<file path="src/hdl/cvs_pkg.sv">
package cvs_pkg;

  localparam int KSIZE             = 4;
  localparam int TAPS              = KSIZE * KSIZE;
  localparam int PIXEL_W           = 8;
  localparam int PROD_W            = 2 * PIXEL_W;
  localparam int PSUM_W            = PROD_W + 2;
  localparam int SUM_W             = 20;
  localparam int ROW_W             = 12;
  localparam int COL_W             = 7;
  localparam int IMG_WIDTH_W       = 8;
  localparam int IMG_HEIGHT_W      = 13;
  localparam int CFG_W             = 64;
  localparam int CFG_INDEX_W       = 2;
  localparam int ODATA_W           = 40;
  localparam int QUEUE_DEPTH       = 4;
  localparam int MAX_WIDTH_DEFAULT = 128;
  localparam int MAX_HEIGHT        = 4096;

  localparam logic [CFG_W-1:0] KERNEL_LOW_RESET  = 64'h0001_0100_0100_0001;
  localparam logic [CFG_W-1:0] KERNEL_HIGH_RESET = 64'h0100_0001_0001_0100;
  localparam logic [IMG_WIDTH_W-1:0]  IMAGE_WIDTH_RESET  = 8'd100;
  localparam logic [IMG_HEIGHT_W-1:0] IMAGE_HEIGHT_RESET = 13'd100;

  typedef enum logic [CFG_INDEX_W-1:0] {
    REG_KERNEL_LOW   = 2'd0,
    REG_KERNEL_HIGH  = 2'd1,
    REG_IMAGE_WIDTH  = 2'd2,
    REG_IMAGE_HEIGHT = 2'd3
  } reg_index_t;

  // window byte k sits at row k/4, column k%4; byte 0 is the oldest row, oldest column
  typedef logic [TAPS-1:0][PIXEL_W-1:0] window_t;

  typedef struct packed {
    logic             last;
    logic [COL_W-1:0] out_col;
    logic [ROW_W-1:0] out_row;
  } result_tag_t;

  typedef struct packed {
    window_t     win;
    result_tag_t tag;
  } entry_t;

endpackage

</file>
<file path="src/hdl/cvs_queue.sv">
module cvs_queue (
  input  logic            clk,
  input  logic            rst,
  input  logic            push,
  input  cvs_pkg::entry_t push_entry,
  output logic            push_ready,
  input  logic            pop,
  output logic            pop_valid,
  output cvs_pkg::entry_t pop_entry
);

  localparam int PTR_W = $clog2(cvs_pkg::QUEUE_DEPTH);
  localparam int CNT_W = PTR_W + 1;

  cvs_pkg::entry_t  slots [cvs_pkg::QUEUE_DEPTH];
  logic [PTR_W-1:0] wr_ptr;
  logic [PTR_W-1:0] rd_ptr;
  logic [CNT_W-1:0] count;
  logic             do_push;
  logic             do_pop;

  assign push_ready = (count != CNT_W'(cvs_pkg::QUEUE_DEPTH));
  assign pop_valid  = (count != '0);
  assign pop_entry  = slots[rd_ptr];
  assign do_push    = push && push_ready;
  assign do_pop     = pop && pop_valid;

  always_ff @(posedge clk) begin
    if (do_push) begin
      slots[wr_ptr] <= push_entry;
    end
  end

  always_ff @(posedge clk) begin
    if (rst) begin
      wr_ptr <= '0;
      rd_ptr <= '0;
      count  <= '0;
    end else begin
      if (do_push) begin
        wr_ptr <= wr_ptr + 1'b1;
      end
      if (do_pop) begin
        rd_ptr <= rd_ptr + 1'b1;
      end
      unique case ({do_push, do_pop})
        2'b10:   count <= count + 1'b1;
        2'b01:   count <= count - 1'b1;
        default: count <= count;
      endcase
    end
  end

endmodule

</file>
<file path="config.mk">
export PLATFORM = sky130hd
export DESIGN_NAME = cvs_queue
export DESIGN_NICKNAME = d
export VERILOG_FILES = /design/src/hdl/cvs_pkg.sv /design/src/hdl/cvs_queue.sv
export SDC_FILE = /design/constraint.sdc
export NUM_CORES = 1
export LEC_CHECK = 0
export ABC_CLOCK_PERIOD_IN_PS = 8600
export BUFFER_PORTS_ARGS = -buffer_cell sky130_fd_sc_hd__buf_4
export CAP_MARGIN = 30
export CORE_MARGIN = 5
export CORE_UTILIZATION = 40
export CTS_BUF_LIST = sky130_fd_sc_hd__clkbuf_8
export DETAILED_ROUTE_END_ITERATION = 6
export GPL_ROUTABILITY_DRIVEN = 0
export PLACE_DENSITY_LB_ADDON = 0.25
export SYNTH_ARGS = -nofsm -noshare
export SYNTH_HDL_FRONTEND = slang
export SYNTH_SLANG_ARGS = --single-unit
</file>
<file path="constraint.sdc">
create_clock -name clk -period 8.6 [get_ports clk]
set_clock_uncertainty 0.1 [all_clocks]
set_input_delay 0.86 -clock clk [delete_from_list [all_inputs] [get_ports clk]]
set_output_delay 0.86 -clock clk [all_outputs]
set_load 0.05 [all_outputs]
</file>
==> metrics.yaml <==
grt_pass1_vias: 10716
worstSetupPathDepth: 3
max_stage_delay_ns: 0.82
ff2ff_setup_slack_ns: 5.57
cts_sinks: 601
fp.dieH_um: 244.2
drc: 0
hold_viol_final: 0
ant_nets: 0
crit_path_end: "pop_entry[127]"
initial_core_util: 0.4054
timing.rr.start: "count[0]"
cp_common_cell: "buf_4"
syn-num-nets: 983
ios: 302
synth_top_area_frac: 0.8100
nNetsFinal: 1363
r2r.worst_path.cells: 4
grt_util_all_layers: 0.1473
postCtsSetupRepairBufs: 0
h-tree-depth: 3
ys_types: 27
drive_above_1_share: 0.4601
synth-simple-area-share: 0.003991
post_drt_wl_per_cell_um: 22.49
synth_top_family_by_area: "multiplexers"
cp_data_arrival_time_ns: 2.99
floorplan.rows: 85
synth_edf_count: 592
cts_made_buffers: 98
stdcell_area_sq_um: 26590
cts.reportedPaths.clkPinSlew_ns: 0.06
hp-class: "primary input to register"
required_ns: 7.64
core_area_sq_um: 54130
end_kind: "output pin"
hold_ws_ns: 0.2997
drtIter0Drc: 470
ys.flop_type: "edfxtp_1"
final_common_cell: "edfxtp_1"
r2r-end: "slots[0][107]"
drv_cap: 0
period_needed_ns: 3.949
gr-total-overflow: 0
synth.area.top_cells: "edfxtp_1, mux4_2, buf_12, dfxtp_1, buf_2"
first_pass_iters: 4
cts_root_buf: "clkbuf_8"
antenna_found_initial: 4
dieArea_sq_um: 59650
grt_first_pass_wirelength_um: 66710
hpwl_um: 26210
clock.fmax_ghz: 0.2533
critical_path.top_delay_family: "buffers and inverters"
crit_type: "register to output pin"
rsz0062_at_grt: "no"
p_per_area_nw_per_um2: 330.5
synthToLayoutAreaGrowth_pct: 21.17
total_leakage_power_nw: 8.931
clock_path_buffers: 3
die_x_um: 244.2
crit_slowest_cell: "buf_4"
crit_chain: "buf_4 -> mux4_2 -> buf_4"
fin_cells: 1976
final_core_utilization: 0.4913
synth.avg_cell_area_sq_um: 26.60
crit_buf_inv: 2
synth_fa_ha_area_frac: 0.003763
drv_slew: 0
pre_cts_ws_ns: 5.042
synth_seq_cells: 601
ir_drop_uv: 195.8
finalPower_mw: 8.789
status: "finished clean"
tightest_slew_ns: 0.9578
wl_um: 44440
dpl_cell_area_sq_um: 24830
post-route-period-util: 0.4591
viasPerCell: 5.001
cp_max_fo: 59
setup_tns_ns: 0
port_buffers: 301
setup_viol: 0
dpl.cell_count: 1800
cts_hold_buf: 0
crit_path_start_kind: "register"
grt_max_degree: 77
slew_headroom: 0.3615
yosysSeqAreaShare: 0.8182
cts_tree: "yes"
fin_ws_ns: 4.651
layout_common_cells: "edfxtp_1, buf_4, mux4_2"
vias: 9881
clk-insertion-delay-late_ns: 0.65
synth_cells: 825
async_flop_share: 0
whs_path_depth: 1
synth_area_sq_um: 21950
synth_compound_area_frac: 0.001824
synth-xor-area-share: 0.001596
cts_resized: 0
synth_mux_area_frac: 0.1528
synth_warnings: 0
synth_area_leader_cell: "edfxtp_1"
-- per-layer routing --
| metal | vias to the layer above | GRT usage | share of wire |
|---|---|---|---|
| li1 | 4343 | - | - |
| met1 | 5171 | 0.1925 | 0.41 |
| met2 | 296 | 0.2292 | 0.49 |
| met3 | 67 | 0.05602 | 0.079 |
| met4 | 4 | 0.05078 | 0.020 |
| met5 | - | 0 | 0.00072 |
-- power breakdown --
group	leakage (nW)	switching (mW)	internal, mW	total, mW
clock network	0.996	1.08	1.12	2.20
registers	5.51	0.114	3.54	3.65
logic	2.43	1.92	1.02	2.94
-- cells in the mapped netlist, types with 3 or more instances --
library cell    n
inv_1           6
buf_12         11
edfxtp_1      592
dfxtp_1         9
and2_1          4
xor2_1          3
nor2_1          9
buf_2          13
ha_1            5
mux4_2        148
-- flip-flops by register name (all words and copies together), names as in the netlist, named ones only --
name    count
wr_ptr      2
rd_ptr      2
count       3
slots     592
-- cell families (layout without fill, tap and decap cells) --
logic type,after synthesis,count (layout)
and+or+nand+nor,18,18
muxes,150,150
adders and majority gates,6,6
buffers and inverters,40,493
AOI/OAI and AO/OA,6,6
other,0,2
DFF,601,601
xor gates and xnor gates,4,4
-- how the worst min path moves through the flow --
stage               slack (ns)             from       endpoint
floorplan                 0.38        wr_ptr[1]      wr_ptr[1]
global placement          0.40        rd_ptr[1]       register
detailed placement        0.42        rd_ptr[0]       register
CTS                       0.20   push_entry[31]   slots[3][31]
global route              0.22  push_entry[130]  slots[0][130]
finish                    0.30  push_entry[112]  slots[3][112]
-- cell type report --
class / count / area [sq um]
antenna: 2 / 5.005
clock buffer: 101 / 1390
clock inverter: 72 / 340.3
fill: 4424 / 27540
inverter: 6 / 22.52
multi-input combinational: 184 / 3610
sequential: 601 / 17960
tap: 696 / 870.8
timing repair buffer: 314 / 2390
(Power assumes the default switching activity.)
