[config.mk]
export PLATFORM = sky130hd
export DESIGN_NAME = cvs_front
export DESIGN_NICKNAME = d
export VERILOG_FILES = /design/src/hdl/cvs_pkg.sv /design/src/hdl/cvs_front.sv
export SDC_FILE = /design/constraint.sdc
export NUM_CORES = 2
export LEC_CHECK = 0
export ABC_AREA = 0
export BUFFER_PORTS_ARGS = -buffer_cell sky130_fd_sc_hd__clkbuf_2
export CAP_MARGIN = 15
export CORE_MARGIN = 3
export CORE_UTILIZATION = 48
export CTS_CLUSTER_DIAMETER = 40
export DETAILED_ROUTE_END_ITERATION = 12
export PLACE_DENSITY = 0.69
export SLEW_MARGIN = 20
export SYNTH_ARGS = -nofsm -noshare
export SYNTH_HDL_FRONTEND = slang
export SYNTH_SLANG_ARGS = --single-unit
[constraint.sdc]
create_clock -name clk -period 10.32 [get_ports clk]
set_input_delay 1.032 -clock clk [delete_from_list [all_inputs] [get_ports clk]]
set_output_delay 1.032 -clock clk [all_outputs]
set_load 0.05 [all_outputs]
[src/hdl/cvs_pkg.sv]
package cvs_pkg;

  localparam int KSIZE             = 4;
  localparam int TAPS              = KSIZE * KSIZE;
  localparam int PIXEL_W           = 8;
  localparam int PROD_W            = 2 * PIXEL_W;
  localparam int PSUM_W            = PROD_W + 2;
  localparam int SUM_W             = 20;
  localparam int ROW_W             = 12;
  localparam int COL_W             = 7;
  localparam int IMG_WIDTH_W       = 8;
  localparam int IMG_HEIGHT_W      = 13;
  localparam int CFG_W             = 64;
  localparam int CFG_INDEX_W       = 2;
  localparam int ODATA_W           = 40;
  localparam int QUEUE_DEPTH       = 4;
  localparam int MAX_WIDTH_DEFAULT = 128;
  localparam int MAX_HEIGHT        = 4096;

  localparam logic [CFG_W-1:0] KERNEL_LOW_RESET  = 64'h0001_0100_0100_0001;
  localparam logic [CFG_W-1:0] KERNEL_HIGH_RESET = 64'h0100_0001_0001_0100;
  localparam logic [IMG_WIDTH_W-1:0]  IMAGE_WIDTH_RESET  = 8'd100;
  localparam logic [IMG_HEIGHT_W-1:0] IMAGE_HEIGHT_RESET = 13'd100;

  typedef enum logic [CFG_INDEX_W-1:0] {
    REG_KERNEL_LOW   = 2'd0,
    REG_KERNEL_HIGH  = 2'd1,
    REG_IMAGE_WIDTH  = 2'd2,
    REG_IMAGE_HEIGHT = 2'd3
  } reg_index_t;

  // window byte k sits at row k/4, column k%4; byte 0 is the oldest row, oldest column
  typedef logic [TAPS-1:0][PIXEL_W-1:0] window_t;

  typedef struct packed {
    logic             last;
    logic [COL_W-1:0] out_col;
    logic [ROW_W-1:0] out_row;
  } result_tag_t;

  typedef struct packed {
    window_t     win;
    result_tag_t tag;
  } entry_t;

endpackage

[src/hdl/cvs_front.sv]
module cvs_front #(
  parameter int MAX_WIDTH = cvs_pkg::MAX_WIDTH_DEFAULT,
  localparam int CW = $clog2(MAX_WIDTH)
) (
  input  logic                             clk,
  input  logic                             rst,
  input  logic                             s_tvalid,
  output logic                             s_tready,
  input  logic [cvs_pkg::PIXEL_W-1:0]      s_tdata,
  input  logic                             restart,
  input  logic [CW-1:0]                    width_last,
  input  logic [cvs_pkg::ROW_W-1:0]        height_last,
  output logic                             push,
  output cvs_pkg::entry_t                  push_entry,
  input  logic                             push_ready
);

  localparam int CXW = (CW > cvs_pkg::COL_W) ? CW : cvs_pkg::COL_W;
  localparam int PW  = cvs_pkg::PIXEL_W;
  localparam int LW  = (cvs_pkg::KSIZE - 1) * PW;

  logic [CW-1:0]               col_cnt;
  logic [cvs_pkg::ROW_W-1:0]   row_cnt;

  // line buffer: one entry per column, the three previous rows packed oldest lowest
  logic [LW-1:0]               line_mem [MAX_WIDTH];
  logic [LW-1:0]               line_rd;

  logic                        s1_valid;
  logic [PW-1:0]               s1_px;
  logic [CW-1:0]               s1_col;
  logic                        s1_produce;
  cvs_pkg::result_tag_t        s1_tag;

  cvs_pkg::window_t            window;
  cvs_pkg::window_t            window_next;

  logic                        accept;
  logic                        s1_fire;
  logic                        produce;
  cvs_pkg::result_tag_t        tag;
  logic [CXW-1:0]              col_off;
  logic [cvs_pkg::KSIZE-1:0][PW-1:0] column;

  assign accept   = s_tvalid && s_tready;
  assign s1_fire  = s1_valid && (!s1_produce || push_ready);
  assign s_tready = !s1_valid || s1_fire;

  // classify at acceptance: does this pixel complete a window, and where
  always_comb begin
    col_off     = CXW'(col_cnt) - CXW'(cvs_pkg::KSIZE - 1);
    produce     = (row_cnt >= cvs_pkg::ROW_W'(cvs_pkg::KSIZE - 1)) &&
                  (col_cnt >= CW'(cvs_pkg::KSIZE - 1));
    tag.out_row = row_cnt - cvs_pkg::ROW_W'(cvs_pkg::KSIZE - 1);
    tag.out_col = col_off[cvs_pkg::COL_W-1:0];
    tag.last    = (row_cnt == height_last) && (col_cnt == width_last);
  end

  always_ff @(posedge clk) begin
    if (rst) begin
      col_cnt <= '0;
      row_cnt <= '0;
    end else if (restart) begin
      col_cnt <= '0;
      row_cnt <= '0;
    end else if (accept) begin
      if (col_cnt == width_last) begin
        col_cnt <= '0;
        row_cnt <= (row_cnt == height_last) ? '0 : row_cnt + 1'b1;
      end else begin
        col_cnt <= col_cnt + 1'b1;
      end
    end
  end

  always_ff @(posedge clk) begin
    if (rst) begin
      s1_valid <= 1'b0;
    end else if (s_tready) begin
      s1_valid <= s_tvalid;
    end
  end

  always_ff @(posedge clk) begin
    if (accept) begin
      s1_px      <= s_tdata;
      s1_col     <= col_cnt;
      s1_produce <= produce;
      s1_tag     <= tag;
    end
  end

  // read the column at acceptance, write it back shifted up by one row when the item leaves
  always_ff @(posedge clk) begin
    if (accept) begin
      line_rd <= line_mem[col_cnt];
    end
    if (s1_fire) begin
      line_mem[s1_col] <= {s1_px, line_rd[LW-1:PW]};
    end
  end

  always_comb begin
    column[0] = line_rd[PW-1:0];
    column[1] = line_rd[2*PW-1:PW];
    column[2] = line_rd[3*PW-1:2*PW];
    column[3] = s1_px;
    for (int i = 0; i < cvs_pkg::KSIZE; i++) begin
      for (int j = 0; j < cvs_pkg::KSIZE - 1; j++) begin
        window_next[i*cvs_pkg::KSIZE + j] = window[i*cvs_pkg::KSIZE + j + 1];
      end
      window_next[i*cvs_pkg::KSIZE + cvs_pkg::KSIZE - 1] = column[i];
    end
  end

  always_ff @(posedge clk) begin
    if (rst) begin
      window <= '0;
    end else if (s1_fire) begin
      window <= window_next;
    end
  end

  assign push           = s1_fire && s1_produce;
  assign push_entry.win = window_next;
  assign push_entry.tag = s1_tag;

endmodule

==> impl_metrics.tcl <==
set metrics [dict create \
    ys_seq_area_share_pct 77.8 \
    die_h_um 514 \
    cts_buffers 413 \
    run_status "complete, no violations" \
    arrival_ns 5.33 \
    synth.area.mux_share_pct 14.9 \
    switching_share_pct 20.7 \
    cts_setup_buffers 0 \
    max_freq_mhz 214 \
    vdd_drop_max_uv 155 \
    worstReg2RegStart "col_cnt[2]" \
    cp_top_family "buffers and inverters" \
    finalNonFillerCells 10141 \
    synth_top_family_by_area "multiplexers" \
    layout_commonest_cell "edfxtp_1" \
    synth_fp_nets 5953 \
    route.detailed.drc 0 \
    crit_chain "buf_4 > buf_4 > mux4_2 > a22oi_1 > nand4_1 > nor2_1 > a22oi_1" \
    clk_latency_ns 0.98 \
    p_int_w 0.0236 \
    pwr-share-comb_pct 2.9 \
    critPathLaunchType "flip-flop" \
    overflow 0 \
    r2r-end "line_rd[12]" \
    vias_per_cell 6.38 \
    dr.pass1.iters 6 \
    core_um2 255000 \
    cts.clk_slew.worst_paths_ns 0.06 \
    synth_seq_cells 3248 \
    numPortBuffers 181 \
    fin_crit_sh_pct 45.4 \
    final_antenna_net_count 0 \
    slew_viol_final 0 \
    synth_area_um2 124000 \
    dp.final_hpwl_um 202000 \
    layout.nets 6472 \
    seq_power_share_pct 48.8 \
    layout_common_cells "edfxtp_1 (3132), mux4_2 (681), clkbuf_16 (419)" \
    boundaryPins 182 \
    antenna_found_initial 23 \
    p_sw_w 0.00616 \
    wl_um 343000 \
    routabilityCongestion 0.935 \
    die_w_um 514 \
    endpoint_kind "flip-flop" \
    worst_clock_skew_ns 0.0683 \
    syn_area_per_cell_um2 20.9 \
    setup-tns-final_ns 0 \
    hold_path.class "input pin to flip-flop" \
    synth_simple_gate_area_share_pct 2.47 \
    hold_ws_ns 0.294 \
    rsz0062_at_grt "false" \
    path_max_fanout 49 \
    synth-edff-count 3132 \
    slowest_delay_ns 0.84 \
    ctsHoldBuffers 0 \
    synth_compound_area_share_pct 3.14 \
    dr.first_iter.drc_count 10257 \
    dp_cells 9389 \
    hold_violations 0 \
    cp.required_ns 10.97 \
    setup_viol 0 \
    power_density_nw_per_um2 207 \
    worst_hold_path.endpoint "s1_px[4]" \
    synth_ff_type "edfxtp_1" \
    drive_above_1_share_pct 29.4 \
    cap_violations 0 \
    finalCoreUtilization_pct 56.4 \
    path_class "flip-flop to flip-flop" \
    synth_fa_ha_area_share_pct 0.0202 \
    synthXorXnorAreaFrac_pct 0.276 \
    finalCriticalPeriod_ns 4.68 \
    rows 185 \
    cts_max_level 5 \
    grt_pass1_vias 63803 \
    hp-start "s_tdata[4]" \
    clockBufferDepth 4 \
    start_util_pct 48.5 \
    root_buffer "clkbuf_16" \
    cts_tree "yes" \
    rrSetupSlack_ns 5.64 \
    routedWlPerCell_um 33.9 \
    ys_types 60 \
    cts_sinks 3248 \
    p_clk_share_pct 48.3 \
    grt_pass1_wl_um 486000 \
    hold_depth 1 \
    max-slew-margin-rel_pct 13.1 \
    synth-async-reset-ratio_pct 0 \
    grt_max_degree 129 \
    vias 64739 \
    gr-usage-all-layers_pct 25.9 \
    critPathSlowestCell "nor2_1" \
    worstRegToRegCells 7 \
    dieArea_um2 264000 \
    tightest_slew_ns 1.30 \
    critPathBufInv 2 \
    p_leak_nw 45.0 \
    syn_inst 5919 \
    yosysWarnings 0 \
    cts_resized 0 \
    syn_to_final_growth_pct 16.2 \
]
==> cell families (layout without fill, tap and decap cells) <==
| kind of cell | Yosys count | in the layout |
|---|---|---|
| AO/OA/AOI/OAI | 570 | 570 |
| XOR/XNOR | 39 | 39 |
| adder cells (fa/ha/maj) | 2 | 2 |
| buffers and inverters | 361 | 1208 |
| flip-flops | 3248 | 3248 |
| multiplexers | 991 | 991 |
| other | 0 | 9 |
| AND/OR/NAND/NOR | 708 | 708 |
==> power groups by stage <==
stage	Clock, W	Combinational [W]	Sequential, W
after global routing	0.0151	0.000894	0.0145
after floorplan	0	0.000398	0.0149
after CTS	0.0145	0.000851	0.0145
after global placement	0	0.000827	0.0148
after detailed placement	0	0.000848	0.0148
final	0.0144	0.000848	0.0145
==> area by class of cell <==
cell class / instances / area (µm²)
sequential: 3248 / 96400
antenna: 9 / 22.5
multi-input combinational: 2310 / 26300
clock buffer: 458 / 10700
clock inverter: 285 / 3200
inverter: 6 / 30.0
tap: 3366 / 4210
timing repair buffer: 459 / 3160
fill: 18325 / 111000
==> Yosys cell counts (18+ instances only) <==
library cell | n | area (µm²)
a21oi_1 | 179 | 896
a22o_1 | 18 | 158
a22oi_1 | 130 | 976
a31oi_1 | 27 | 169
buf_1 | 40 | 150
buf_2 | 91 | 455
buf_4 | 37 | 278
clkbuf_1 | 171 | 642
dfxtp_1 | 116 | 2320
edfxtp_1 | 3132 | 94100
mux2i_1 | 294 | 2940
mux4_2 | 681 | 15300
nand2_1 | 346 | 1300
nand3_1 | 45 | 225
nor2_1 | 200 | 751
nor2b_1 | 19 | 119
o211ai_1 | 26 | 195
o21ai_0 | 31 | 155
o221ai_1 | 44 | 385
xor2_1 | 29 | 254
==> metrics by stage <==
step	total power (W)	cell area [µm²]	setup slack, ns
final	0.0297	144000	5.64
after global placement	0.0156	130000	5.33
after floorplan	0.0153	124000	5.57
after CTS	0.0299	144000	5.56
after global routing	0.0305	144000	5.57
after detailed placement	0.0156	130000	5.58
==> worst max-delay path by stage <==
| stage | endpoint | startpoint | depth (start not counted) | slack (ns) |
|---|---|---|---|---|
| finish | line_rd[12] | col_cnt[2] | 7 | 5.64 |
| global route | line_rd[2] | col_cnt[0] | 7 | 5.57 |
| CTS | line_rd[7] | col_cnt[1] | 8 | 5.56 |
| detailed placement | line_rd[7] | col_cnt[1] | 8 | 5.58 |
| global placement | line_rd[14] | col_cnt[0] | 6 | 5.33 |
| floorplan | row_cnt[11] | push_ready | 6 | 5.57 |
==> registers in the layout (all words and copies together) (netlist names) <==
name,cells
col_cnt,7
line_mem,3072
line_rd,24
push_entry,116
row_cnt,12
s1_col,7
s1_produce,1
s1_px,8
s1_valid,1
==> per-layer routing <==
layer  vias to the layer above  GRT usage, %  wire length [µm]
met5                         -             0                13
met1                     33911          36.2            128000
li1                      25696             -                 -
met2                      4366          38.8            156000
met3                       764          6.66             42200
met4                         2          11.6             17500
Power figures use the tool's default switching activity.
